--- src/sv/ohlc_candle_aggregator_assert.svh ---
// Assertion macros for the candle aggregator
`ifndef OHLC_CANDLE_AGGREGATOR_ASSERT_SVH
`define OHLC_CANDLE_AGGREGATOR_ASSERT_SVH

// Implication checked every clock, off during reset
`define OHLC_ASSERT_IMPL(lbl, ante, cons) \
    lbl: assert property (@(posedge i_clk) disable iff (!i_rst_n) (ante) |-> (cons)) \
        else $error("ohlc assertion failed");

// Next-cycle implication checked every clock, off during reset
`define OHLC_ASSERT_NEXT(lbl, ante, cons) \
    lbl: assert property (@(posedge i_clk) disable iff (!i_rst_n) (ante) |=> (cons)) \
        else $error("ohlc assertion failed");

`endif

--- src/sv/ohlc_pkg.sv ---
`default_nettype none
package ohlc_pkg;
    localparam int unsigned TimeW = 40;
    localparam int unsigned PriceW = 48;
    localparam int unsigned VolW = 56;
    localparam int unsigned PerW = 17;
    localparam int unsigned StatW = 3;
    localparam int unsigned EntryW = TimeW + 4 * PriceW + 2 * TimeW + VolW;

    localparam logic [StatW-1:0] ST_UPDATED = 3'd0;
    localparam logic [StatW-1:0] ST_CREATED = 3'd1;
    localparam logic [StatW-1:0] ST_FULL = 3'd2;
    localparam logic [StatW-1:0] ST_DISABLED = 3'd3;
    localparam logic [StatW-1:0] ST_CLEARED = 3'd4;

    localparam logic ACT_ADD = 1'b0;
    localparam logic ACT_CLEAR = 1'b1;

    // Classified request handed from front to back
    typedef struct packed {
        logic [StatW-1:0] kind;    // ST_UPDATED means look up, else fixed result
        logic [TimeW-1:0] bucket;
        logic [TimeW-1:0] ttime;
        logic [PriceW-1:0] price;
        logic [PriceW-1:0] amount;
    } t_req;

    typedef struct packed {
        logic [TimeW-1:0] bucket;
        logic [PriceW-1:0] open;
        logic [PriceW-1:0] high;
        logic [PriceW-1:0] low;
        logic [PriceW-1:0] close;
        logic [VolW-1:0] volume;
        logic [TimeW-1:0] open_time;
        logic [TimeW-1:0] close_time;
    } t_entry;
endpackage
`default_nettype wire

--- src/sv/ohlc_front.sv ---
`default_nettype none
module ohlc_front
    import ohlc_pkg::*;
(
    input  wire logic              i_clk,
    input  wire logic              i_rst_n,
    input  wire logic              i_start,
    input  wire logic              i_action,
    input  wire logic [TimeW-1:0]  i_trade_time,
    input  wire logic [PriceW-1:0] i_trade_price,
    input  wire logic [PriceW-1:0] i_trade_amount,
    input  wire logic [PerW-1:0]   i_period,
    input  wire logic              i_q_full,
    output logic                   o_busy,
    output logic                   o_push,
    output t_req                   o_req
);
    // Restoring division: one quotient bit per cycle
    typedef enum logic [1:0] {S_IDLE, S_DIV, S_PUSH} t_state;
    localparam int unsigned CntW = $clog2(TimeW + 1);

    t_state r_state;
    t_req r_req;
    logic [TimeW-1:0] r_num;
    logic [PerW-1:0] r_rem;
    logic [PerW-1:0] r_div;
    logic [CntW-1:0] r_cnt;
    logic [PerW:0] n_trial;
    logic form_bkt;

    assign n_trial = {r_rem, r_num[TimeW-1]} - {1'b0, r_div};
    // The first push cycle of a trade forms the bucket start; push only after it
    assign form_bkt = (r_state == S_PUSH) && (r_req.kind == ST_UPDATED) && (r_cnt == '0);
    assign o_busy = (r_state != S_IDLE);
    assign o_push = (r_state == S_PUSH) && !form_bkt && !i_q_full;
    assign o_req = r_req;

    always_ff @(posedge i_clk) begin
        if (!i_rst_n) begin
            r_state <= S_IDLE;
        end else begin
            case (r_state)
                S_IDLE: begin
                    if (i_start) begin
                        r_req.ttime <= i_trade_time;
                        r_req.price <= i_trade_price;
                        r_req.amount <= i_trade_amount;
                        r_req.bucket <= '0;
                        r_num <= i_trade_time;
                        r_rem <= '0;
                        r_div <= i_period;
                        r_cnt <= CntW'(TimeW);
                        if (i_action == ACT_CLEAR) begin
                            r_req.kind <= ST_CLEARED;
                            r_state <= S_PUSH;
                        end else if (i_period == '0) begin
                            r_req.kind <= ST_DISABLED;
                            r_state <= S_PUSH;
                        end else begin
                            r_req.kind <= ST_UPDATED;
                            r_state <= S_DIV;
                        end
                    end
                end
                S_DIV: begin
                    // shift in one numerator bit, subtract if it fits
                    r_num <= {r_num[TimeW-2:0], 1'b0};
                    if (!n_trial[PerW]) begin
                        r_rem <= n_trial[PerW-1:0];
                    end else begin
                        r_rem <= {r_rem[PerW-2:0], r_num[TimeW-1]};
                    end
                    r_cnt <= r_cnt - 1'b1;
                    if (r_cnt == CntW'(1)) begin
                        r_state <= S_PUSH;
                    end
                end
                S_PUSH: begin
                    if (form_bkt) begin
                        r_req.bucket <= r_req.ttime - TimeW'(r_rem);
                        r_cnt <= CntW'(TimeW);
                    end else if (!i_q_full) begin
                        r_state <= S_IDLE;
                    end
                end
                default: r_state <= S_IDLE;
            endcase
        end
    end
endmodule
`default_nettype wire

--- config.mk ---
export PLATFORM = sky130hd
export DESIGN_NAME = ohlc_front
export DESIGN_NICKNAME = d
export VERILOG_FILES = /design/src/sv/ohlc_candle_aggregator_assert.svh /design/src/sv/ohlc_pkg.sv /design/src/sv/ohlc_front.sv
export SDC_FILE = /design/constraint.sdc
export NUM_CORES = 1
export LEC_CHECK = 0
export BUFFER_PORTS_ARGS = -buffer_cell sky130_fd_sc_hd__buf_2
export CAP_MARGIN = 20
export CORE_MARGIN = 5
export CORE_UTILIZATION = 56
export CTS_CLUSTER_DIAMETER = 50
export DETAILED_ROUTE_END_ITERATION = 8
export GPL_TIMING_DRIVEN = 1
export PLACE_DENSITY = 0.83
export SYNTH_ARGS = -nofsm -noshare
export SYNTH_HDL_FRONTEND = slang
export SYNTH_SLANG_ARGS = --single-unit
export TNS_END_PERCENT = 5
--- constraint.sdc ---
create_clock -name i_clk -period 9.7 [get_ports i_clk]
set_input_delay 0.485 -clock i_clk [delete_from_list [all_inputs] [get_ports i_clk]]
set_output_delay 0.485 -clock i_clk [all_outputs]
set_load 0.02 [all_outputs]
==> summary.txt <==
Synth
  – Synthesis warning total: 0
  – Asr flop ratio synth: 0%
  – Average cell area after synthesis: 13.1 sq um
  – Net Count, Synth: 1053
  – Cell area after synthesis: 11200 sq um
  – Sequential fraction of the synthesis area: ~70%
  – Post-synth EDFFs: approximately 260
  – Primary FF master, synth: edfxtp_1
  – Post-Syn Instances: 857
  – Number of synthesized register bits: 260
  – Distinct cells, synth: 57

GRT
  – Initial antenna violation count: 3
  – First-pass GRT wire length: ~40000 microns
  – Largest net degree at the start of global routing: 93
  – Total GRT Usage: 22.6%
  – Vias in the first global route: 7625
  – Total grt overflow: 0

Layout
  – Final core occ: between 70% and 80%
  – Final std cells w/o fill: 1498
  – Filler Cells Inserted: between 1000 and 1500
  – Most common cell after layout, fill and taps aside: buf_2
  – Final nets: approximately 1400
  – Cell area after layout: around 14000 sq um
  – Area Growth Syn to Fin: 26.3%
  – Most frequent cells in the layout: buf_2, edfxtp_1, nand2_1
  – Share of layout cells above drive strength 1: 33.2%

Setup path
  – Data arrival, critical path: roughly 4100 ps
  – Crit-path slowest cell: a21oi_1
  – Most used cell, CP: a21oi_1
  – Delay-heaviest family, CP: compound AO/OA/AOI/OAI gates
  – CP bufs+invs: 0
  – Crit path launch type: flop
  – CP max stage delay: about 780 ps
  – CP required: 10060 ps
  – CP Capture Type: flop
  – Critical path type: flop to flop
  – Crit path max fanout: 18
  – Worst-path cell chain: ha_1, a21o_1, a211oi_1, nor2_1, a21oi_1, o211ai_2, or3b_1, a21oi_1

CTS
  – Cts hold-fix bufs: 0
  – Post-CTS Setup Bufs: 0
  – Post-cts sizing count: 0
  – Reg clk slew, reported paths: roughly 60 ps
  – Max H-tree Level: 1
  – Clock Sinks: 260
  – Clock latency on the worst-skew pair: 540 ps
  – CTS tree: done
  – CTS max path bufs: 3
  – CTS root buffer: clkbuf_16
  – CTS Buf Count: 30

Route
  – Vias: just under 8000
  – Post-route ant nets: 0
  – DRC errors left: 0
  – Initial DRC Count: between 400 and 500
  – Routed WL: 26600 microns
  – 1st-pass router iterations: 5
  – Mean routed wirelength per cell: roughly 18 microns
  – DR vias/cell: approximately 5.2

Power
  – Sw Pwr: 0.696 mW
  – Clock share of power: 38.0%
  – Final Power: ~2.7 mW
  – Sequential fraction of design power: about half
  – Int Power: between 2 and 2.5 mW
  – Max VDD drop: ~0.18 mV
  – Pwr dens: between 150 and 200 nW/um^2
  – Static Leak: 5.90 nW
  – Sw frac: roughly 25%
  – Share of total power in combinational logic: about an eighth

Timing
  – Period minus WS final: around 3700 ps
  – Final setup vio count: 0
  – Fin. Hold Viols: 0
  – Clock skew: around 15 ps
  – Worst Tran Pin Value: roughly 1300 ps
  – Final hold slack: between 100 and 150 ps
  – Setup TNS: 0 ps
  – Max Freq: 0.268 GHz
  – Fin crit share: around two fifths
  – RSZ-0062 raised after global routing: no
  – Worst relative slew slack: between 10% and 20%
  – Max-slew violation count: 0
  – PnR worst setup slack: ~6000 ps

Outcome
  – Status: complete, no violations

Placement
  – DP HPWL: about 20000 microns
  – Placed Cells incl. Taps: 1442
  – Final Wtd Congestion: slightly above 0.9
  – I/O Buffers: between 300 and 400
  – Placement Cell Area: ~13000 sq um
  – DP Worst Slack: between 6000 and 7000 ps

Min path
  – HP Class: primary input to flop

Floorplan
  – Die ar.: roughly 23000 sq um
  – Number of primary I/O pins: 339
  – Initial Utilization: 57.2%
  – Num rows: a little over 50
  – Die height: 151 microns
  – Core area: 19600 sq um
  – Die W: roughly 150 microns

Flow run
  – Max-cap viol count: 0
## metal layers
metal	global-route usage [%]	up-vias	routed length (microns)
met4	6.12	2	583
met5	0	-	11
li1	-	3787	-
met2	38.0	381	13200
met1	29.0	3607	10100
met3	6.58	46	2670
## worst register-to-register path, cell delays in order (launching register included)
cell and delay, ps:
edfxtp_1 420, ha_1 380, a21o_1 210, a211oi_1 380
nor2_1 100, a21oi_1 780, o211ai_2 610, or3b_1 510
a21oi_1 170
## layout make-up
| type | instances | area [sq um] | share of cell area [%] |
|---|---|---|---|
| clock buffers | 34 | 766 | 5.41 |
| clock inverters | 19 | 164 | 1.16 |
| flip-flops and latches | 260 | 7790 | 55.1 |
| multi-input cells | 526 | 3160 | 22.4 |
| well taps | 265 | 332 | 2.34 |
| repair buffers | 344 | 1750 | 12.4 |
| diodes | 2 | 5.00 | 0.0354 |
| inverters | 48 | 180 | 1.27 |
## flip-flops by register name, indices dropped and copies added (netlist names)
signal   cells
r_num       40
r_state      2
r_rem       17
o_req      178
r_div       17
r_cnt        6
## power by group through the flow
| stage | clock (mW) | combinational (mW) | sequential [mW] |
|---|---|---|---|
| 2_1_floorplan | 0 | 0.184 | 1.42 |
| 6_report | 1.04 | 0.356 | 1.34 |
| 5_1_grt | 1.12 | 0.391 | 1.35 |
| 3_3_place_gp | 0 | 0.344 | 1.36 |
| 3_5_place_dp | 0 | 0.353 | 1.37 |
| 4_1_cts | 1.06 | 0.356 | 1.34 |
## synthesized netlist by cell type, types with 3 or more instances
master	number	area share, %
edfxtp_1	258	69
nand2_1	153	5.1
nor2_1	75	2.5
inv_1	48	1.6
a21oi_1	41	1.8
ha_1	36	4.0
xnor2_1	30	2.3
clkbuf_1	21	0.70
xor2_1	21	1.6
nor3_1	18	0.80
o21ai_0	18	0.80
nand3_1	17	0.76
a21o_1	14	0.94
nor2b_1	14	0.78
nor4_1	10	0.56
nand2b_1	7	0.39
o21a_1	5	0.34
a31oi_1	4	0.22
or2_2	4	0.22
or3_1	4	0.22
or4_1	4	0.27
a311oi_1	3	0.23
and2_1	3	0.17
and3_1	3	0.17
o211ai_1	3	0.20
o31ai_1	3	0.20
## path summary, 6_finish.rpt
kind	startpoint	endpoint	slack, ps	cells past startpoint
worst max register to register	r_rem[13]	r_rem[16]	5970	8
worst max-delay path	r_rem[13]	r_rem[16]	5970	8
worst min-delay path	i_trade_amount[5]	o_req[5]	110	1
worst min register to register	r_num[2]	r_num[3]	500	2
## kinds of logic after synthesis
group / after synthesis / synth area share, %
fa+ha+maj: 38 / 4.38
compound gates: 107 / 6.19
mux: 2 / 0.179
flops: 260 / 69.5
xor+xnor: 51 / 3.99
simple gates: 328 / 13.3
buf+inv: 71 / 2.42
(Power assumes the default switching activity.)
