===== src/sv/ohlc_candle_aggregator_assert.svh =====
// Assertion macros for the candle aggregator
`ifndef OHLC_CANDLE_AGGREGATOR_ASSERT_SVH
`define OHLC_CANDLE_AGGREGATOR_ASSERT_SVH

// Implication checked every clock, off during reset
`define OHLC_ASSERT_IMPL(lbl, ante, cons) \
    lbl: assert property (@(posedge i_clk) disable iff (!i_rst_n) (ante) |-> (cons)) \
        else $error("ohlc assertion failed");

// Next-cycle implication checked every clock, off during reset
`define OHLC_ASSERT_NEXT(lbl, ante, cons) \
    lbl: assert property (@(posedge i_clk) disable iff (!i_rst_n) (ante) |=> (cons)) \
        else $error("ohlc assertion failed");

`endif


===== src/sv/ohlc_pkg.sv =====
`default_nettype none
package ohlc_pkg;
    localparam int unsigned TimeW = 40;
    localparam int unsigned PriceW = 48;
    localparam int unsigned VolW = 56;
    localparam int unsigned PerW = 17;
    localparam int unsigned StatW = 3;
    localparam int unsigned EntryW = TimeW + 4 * PriceW + 2 * TimeW + VolW;

    localparam logic [StatW-1:0] ST_UPDATED = 3'd0;
    localparam logic [StatW-1:0] ST_CREATED = 3'd1;
    localparam logic [StatW-1:0] ST_FULL = 3'd2;
    localparam logic [StatW-1:0] ST_DISABLED = 3'd3;
    localparam logic [StatW-1:0] ST_CLEARED = 3'd4;

    localparam logic ACT_ADD = 1'b0;
    localparam logic ACT_CLEAR = 1'b1;

    // Classified request handed from front to back
    typedef struct packed {
        logic [StatW-1:0] kind;    // ST_UPDATED means look up, else fixed result
        logic [TimeW-1:0] bucket;
        logic [TimeW-1:0] ttime;
        logic [PriceW-1:0] price;
        logic [PriceW-1:0] amount;
    } t_req;

    typedef struct packed {
        logic [TimeW-1:0] bucket;
        logic [PriceW-1:0] open;
        logic [PriceW-1:0] high;
        logic [PriceW-1:0] low;
        logic [PriceW-1:0] close;
        logic [VolW-1:0] volume;
        logic [TimeW-1:0] open_time;
        logic [TimeW-1:0] close_time;
    } t_entry;
endpackage
`default_nettype wire


===== src/sv/ohlc_fifo.sv =====
`default_nettype none
module ohlc_fifo
    import ohlc_pkg::*;
(
    input  wire logic i_clk,
    input  wire logic i_rst_n,
    input  wire logic i_push,
    input  t_req      i_req,
    input  wire logic i_pop,
    output logic      o_full,
    output logic      o_empty,
    output t_req      o_req
);
    // Two-entry request queue
    t_req r_slot [2];
    logic r_wp;
    logic r_rp;
    logic [1:0] r_cnt;

    assign o_full = (r_cnt == 2'd2);
    assign o_empty = (r_cnt == 2'd0);
    assign o_req = r_slot[r_rp];

    always_ff @(posedge i_clk) begin
        if (i_push) begin
            r_slot[r_wp] <= i_req;
        end
        if (!i_rst_n) begin
            r_wp <= 1'b0;
            r_rp <= 1'b0;
            r_cnt <= '0;
        end else begin
            if (i_push) r_wp <= ~r_wp;
            if (i_pop) r_rp <= ~r_rp;
            r_cnt <= r_cnt + {1'b0, i_push} - {1'b0, i_pop};
        end
    end
endmodule
`default_nettype wire


===== config.mk =====
export PLATFORM = sky130hd
export DESIGN_NAME = ohlc_fifo
export DESIGN_NICKNAME = d
export VERILOG_FILES = /design/src/sv/ohlc_candle_aggregator_assert.svh /design/src/sv/ohlc_pkg.sv /design/src/sv/ohlc_fifo.sv
export SDC_FILE = /design/constraint.sdc
export NUM_CORES = 1
export LEC_CHECK = 0
export BUFFER_PORTS_ARGS = -buffer_cell sky130_fd_sc_hd__buf_2
export CAP_MARGIN = 20
export CORE_UTILIZATION = 30
export CTS_CLUSTER_DIAMETER = 50
export DETAILED_ROUTE_END_ITERATION = 10
export HOLD_SLACK_MARGIN = 0.12
export PLACE_DENSITY = 0.55
export SLEW_MARGIN = 40
export SYNTH_ARGS = -nofsm -noshare
export SYNTH_HDL_FRONTEND = slang
export SYNTH_SLANG_ARGS = --single-unit

===== constraint.sdc =====
create_clock -name i_clk -period 13.9 [get_ports i_clk]
set_input_delay 3.475 -clock i_clk [delete_from_list [all_inputs] [get_ports i_clk]]
set_output_delay 3.475 -clock i_clk [all_outputs]
set_load 0.02 [all_outputs]

==> results of run 1 <==
[worst max path at each step]
stage / endpoint / depth (start not counted) / startpoint / slack (ps)
after global placement: r_slot[0][88] / 4 / i_push / 7640
final: o_req[74] / 4 / flip-flop / 7300
after floorplan: r_slot[0][0] / 1 / i_push / 1930
after detailed placement: o_req[74] / 4 / flip-flop / 7600
after global routing: o_req[70] / 4 / flip-flop / 7100
after CTS: o_req[110] / 4 / flip-flop / 6960
[cell usage in the layout (no fill, tap or decap), types with 2 or more instances in the layout]
cell and n:
clkbuf_1 8, buf_2 363, clkinv_1 10, bufinv_16 2, dfxtp_1 4, mux2_4 100
clkbuf_16 45, clkinv_2 4, buf_6 4, nor2b_1 3, inv_6 3, ha_1 2
inv_8 4, buf_4 4, inv_1 2, clkinvlp_4 3, mux2_2 79, and2_1 3
edfxtp_1 358
[final cells by class]
type,count,area (sq um)
tap,592,740.7
clock buffer,53,1156
clock inverter,27,220.2
timing repair buffer,373,1939
inverter,2,7.507
fill,4132,26970
multi-input combinational,193,2519
sequential,363,10850
antenna,1,2.502
[synth_stat cells]
cell type and instances:
nor2_1 1, and2_1 4, buf_6 14, nor2b_1 4, edfxtp_1 358, buf_2 6, ha_1 2, dfxtp_1 5
xor2_1 1, mux2_4 100, xnor3_1 1, o21a_1 1, mux2_2 79, inv_1 2
[power breakdown]
group	internal (mW)	total [mW]	switching, mW
combinational	0.135	0.309	0.174
clock	0.636	1.08	0.440
sequential	1.27	1.29	0.0184
[per-stage QoR]
stage	worst slack [ps]	utilization	instance area, sq um	hold slack, ps
final	7300	0.3927	17440	584.8
after global routing	7097	0.3927	17440	613.1
after CTS	6965	0.3925	17430	589.2
after detailed placement	7600	0.3615	16060	579.4
after global placement	7637	0.3602	16000	569.8
after floorplan	1926	-	13550	554.6
[layer usage]
layer,part of all wire,vias to the layer above,wire [um],GRT usage
li1,-,3121,-,-
met2,0.47,262,13380,0.1931
met3,0.078,54,2242,0.04326
met4,0.026,4,748,0.05167
met1,0.43,3317,12190,0.1490
met5,0.00087,-,25,0.004167
[worst max-delay path: stages, from the launching register on]
cell,delay [ps]
dfxtp_4,730
buf_4,610
buf_6,590
mux2_4,360
buf_2,160
[sequential cells by signal, summed over array words and instances (netlist names), named ones only]
register and flops:
r_wp 1, r_rp 1, r_cnt 2, r_slot 358
[logic make-up (layout without fill, tap and decap cells)]
logic type / after synthesis / count (layout)
buffers and inverters: 22 / 455
adders and majority gates: 2 / 2
other: 0 / 1
DFF: 363 / 363
xor gates and xnor gates: 2 / 2
muxes: 179 / 179
AOI/OAI and AO/OA: 1 / 1
and+or+nand+nor: 9 / 9
==> impl_metrics.tcl, run 1 <==
set metrics [dict create \
    timing.rr.start "r_wp" \
    finalCritPeriodShare 0.4748 \
    total_power_mw 2.671 \
    synth-compound-area-share 0.0005539 \
    yosys.area_share.simple 0.003969 \
    min_path_cells 2 \
    cts_buffer_depth 3 \
    reg2reg_slack_ps 11360 \
    yosysWarnings 0 \
    num_rows 77 \
    critical_path.max_fanout 47 \
    clk_latency_ps 560 \
    grt_max_degree 64 \
    start_kind "flip-flop" \
    clkTransAtPathRegs_ps 50 \
    r2r-end "r_slot[0][143]" \
    synth_largest_area_cell "edfxtp_1" \
    wl_per_cell_um 17.82 \
    max_freq_ghz 0.1515 \
    cts_made_buffers 44 \
    holdPathEnd "r_rp" \
    synth_fa_ha_area_frac 0.001846 \
    path_class "flip-flop to output pin" \
    start_util 0.3052 \
    reg2reg_depth 3 \
    finalWirelength_um 28590 \
    rsz0062_at_grt "false" \
    synth_top_family_by_area "multiplexers" \
    drtIter0Drc 319 \
    crit_arrival_ps 3120 \
    nets 1162 \
    synth_cells 578 \
    relSlewSlack 0.4696 \
    finalSetupTns_ps 0 \
    synth_seq_cells 363 \
    hp-class "flip-flop to flip-flop" \
    ios 364 \
    postSynthAreaPerCell_sq_um 23.45 \
    cts-root-buf "clkbuf_16" \
    detail-route-antenna-nets 0 \
    grt_pass1_vias 7135 \
    htree_levels 2 \
    fp.dieH_um 214.6 \
    yosysTopAreaCellShare 0.7931 \
    postCtsSetupBuffers 0 \
    first_pass_iters 4 \
    synth_xor_area_frac 0.002308 \
    layout-drive-gt1-share 0.6103 \
    hold_start "r_rp" \
    ys_seq_area_frac 0.8005 \
    synthTopCellsByArea "edfxtp_1 (79%), mux2_4 (11%), mux2_2 (6.6%), buf_6 (1.2%), dfxtp_1 (0.74%)" \
    ir_worst_vdd_uv 100.6 \
    gp_congestion 0.7370 \
    core-area_sq_um 44410 \
    stdcell_count 1604 \
    run_status "completed" \
    end_kind "output pin" \
    grt_pass1_wl_um 42410 \
    fin_skew_ps 27.27 \
    min_period_ps 6600 \
    hold_violations 0 \
    cts.sinks 363 \
    num_vias 6758 \
    synth.distinct_cells 14 \
    cap_violations 0 \
    synthMuxAreaShare 0.1764 \
    viasPerCell 4.213 \
    grt_usage 0.1215 \
    p_per_area_nw_per_um2 153.2 \
    drc_errors 0 \
    grt-ovfl-total 0 \
    cts_tree "done" \
    synth_area_sq_um 13550 \
    finalMaxSlewViolations 0 \
    finalSetupViolations 0 \
    post_cts_resize_count 0 \
    critPathRequiredTime_ps 10430 \
    die_w_um 214.6 \
    syn_nets 763 \
    dieArea_sq_um 46030 \
    postCtsHoldBufs 0 \
    antenna_found_initial 3 \
    syn_to_final_growth_pct 28.66 \
    dp_cells 1523 \
    port-buffer-count 363 \
    worst_pin_slew_ps 795.6 \
    hpwl_um 19210 \
    power.leakage_nw 6.678 \
]
Power figures use the tool's default switching activity.
==> inputs of run 2 (changes only) <==
--- a/config.mk
+++ b/config.mk
@@ -11,7 +11,7 @@
 export CTS_CLUSTER_DIAMETER = 50
 export DETAILED_ROUTE_END_ITERATION = 10
 export HOLD_SLACK_MARGIN = 0.12
-export PLACE_DENSITY = 0.55
+export PLACE_DENSITY = 0.57
 export SLEW_MARGIN = 40
 export SYNTH_ARGS = -nofsm -noshare
 export SYNTH_HDL_FRONTEND = slang
==> constraint.sdc (replaced) <==
create_clock -name i_clk -period 6.01 [get_ports i_clk]
set_input_delay 1.5025 -clock i_clk [delete_from_list [all_inputs] [get_ports i_clk]]
set_output_delay 1.5025 -clock i_clk [all_outputs]
set_load 0.02 [all_outputs]
==> run 2 against run 1 <==
Compared with the run above:
- worst hold slack got worse by 1.5 ps
- combinational power up 130%
- routed wire length decreased by 2.8%
- via count shrank 0.59%
- largest power group unchanged
- critical endpoint is now o_req[118]
- first-iteration DRC count shrank 6.3%
- flip-flop and latch count stayed put
- clock-buffer cell count is 10 higher
==> impl_metrics.tcl, run 2 (synthesized netlist as in run 1, its figures left out) <==
set metrics [dict create \
    run_status "completed" \
    reg2reg_depth 2 \
    hold_start "r_rp" \
    path_class "flip-flop to output pin" \
    postCtsSetupBuffers 0 \
    num_rows 77 \
    die_w_um 214.6 \
    gp_congestion 0.7595 \
    min_period_ps 4019 \
    top_regs "r_slot x358, r_cnt x2" \
    cap_violations 0 \
    first_pass_iters 4 \
    max_freq_ghz 0.2488 \
    cts_buffer_depth 3 \
    grt-ovfl-total 0 \
    power.leakage_nw 6.684 \
    detail-route-antenna-nets 0 \
    min_path_cells 2 \
    crit_arrival_ps 2520 \
    hold_violations 0 \
    crit_slowest_cell "dfxtp_4" \
    rsz0062_at_grt "false" \
    start_util 0.3052 \
    antenna_found_initial 6 \
    finalCritPeriodShare 0.6687 \
    cts_tree "done" \
    worst_pin_slew_ps 754.7 \
    hp-class "flip-flop to flip-flop" \
    postCtsHoldBufs 0 \
    cts.sinks 363 \
    layout_common_cells "buf_2 (363), edfxtp_1 (358), mux2_4 (100)" \
    ir_worst_vdd_uv 240.1 \
    regMostFlops "r_slot" \
    num_vias 6718 \
    critical_path.max_fanout 65 \
    clk_latency_ps 540 \
    layout-drive-gt1-share 0.6059 \
    critPathRequiredTime_ps 4510 \
    final_util 0.3932 \
    holdPathEnd "r_rp" \
    nets 1162 \
    drtIter0Drc 299 \
    viasPerCell 4.186 \
    critical_path.max_stage_delay_ps 600 \
    timing.rr.start "r_wp" \
    fin_skew_ps 13.88 \
    port-buffer-count 363 \
    grt_pass1_vias 7157 \
    largest_reg_flops 358 \
    cts_made_buffers 44 \
    crit_family "buffers and inverters" \
    finalSetupTns_ps 0 \
    grt_usage 0.1197 \
    wl_per_cell_um 17.31 \
    end_kind "output pin" \
    crit_buf_inv 3 \
    drc_errors 0 \
    grt_pass1_wl_um 42000 \
    syn_to_final_growth_pct 28.83 \
    hpwl_um 18610 \
    finalWirelength_um 27780 \
    r2r-end "r_slot[1][155]" \
    fp.dieH_um 214.6 \
    cts-root-buf "clkbuf_16" \
    reg2reg_slack_ps 4040 \
    core-area_sq_um 44410 \
    finalMaxSlewViolations 0 \
    ios 364 \
    finalSetupViolations 0 \
    grt_max_degree 104 \
    clkTransAtPathRegs_ps 60 \
    post_cts_resize_count 0 \
    crit_chain "buf_12, buf_16, mux2_4, buf_2" \
    start_kind "flip-flop" \
    p_per_area_nw_per_um2 354.9 \
    layout_commonest_cell "buf_2" \
    relSlewSlack 0.4968 \
    htree_levels 2 \
    dieArea_sq_um 46030 \
]
[run 2: tightest hold or removal path, stage by stage (launching register included)]
cell     delay, ps
dfxtp_1        320
xor2_1          70
and2_1         150
[run 2: layer usage]
layer	share of wire	global-route usage
met2	0.48	0.1939
met3	0.091	0.05390
met1	0.41	0.1418
met5	0.0014	0
met4	0.020	0.03738
[run 2: through the flow]
stage               std cells  instance area, sq um  hold WS, ps  total power, mW  worst slack (ps)
global route             1603                 17460        615.2            6.443              1814
finish                   1605                 17460        583.3            6.198              1991
floorplan                 578                 13560        554.6            3.502              1381
global placement         1522                 16040        569.5            3.743              2499
detailed placement       1523                 16070        575.3            3.756              2454
CTS                      1602                 17450        585.2            6.305              1850
[run 2: area by class of cell]
type	instances	area (sq um)
fillers	4094	26950
well taps	592	740.7
inverters	2	7.507
multi-input cells	193	2519
clock inverters	16	170.2
repair buffers	373	1949
diodes	3	7.507
flip-flops and latches	363	10850
clock buffers	63	1214
[run 2: how the worst max path moves through the flow]
stage,start,endpoint,cells past startpoint
3_5_place_dp,flip-flop,o_req[118],4
4_1_cts,flip-flop,o_req[118],4
5_1_grt,flip-flop,o_req[118],4
6_report,flip-flop,o_req[118],4
3_3_place_gp,flip-flop,o_req[62],3
2_1_floorplan,i_push,r_slot[0][0],1
[run 2: where the power goes]
group	total, mW	internal (mW)	switching, mW	leakage, nW
registers	2.97	2.93	0.0382	3.40
logic	0.719	0.314	0.405	2.61
clock network	2.51	1.54	0.973	0.668
total	6.20	4.78	1.42	6.68
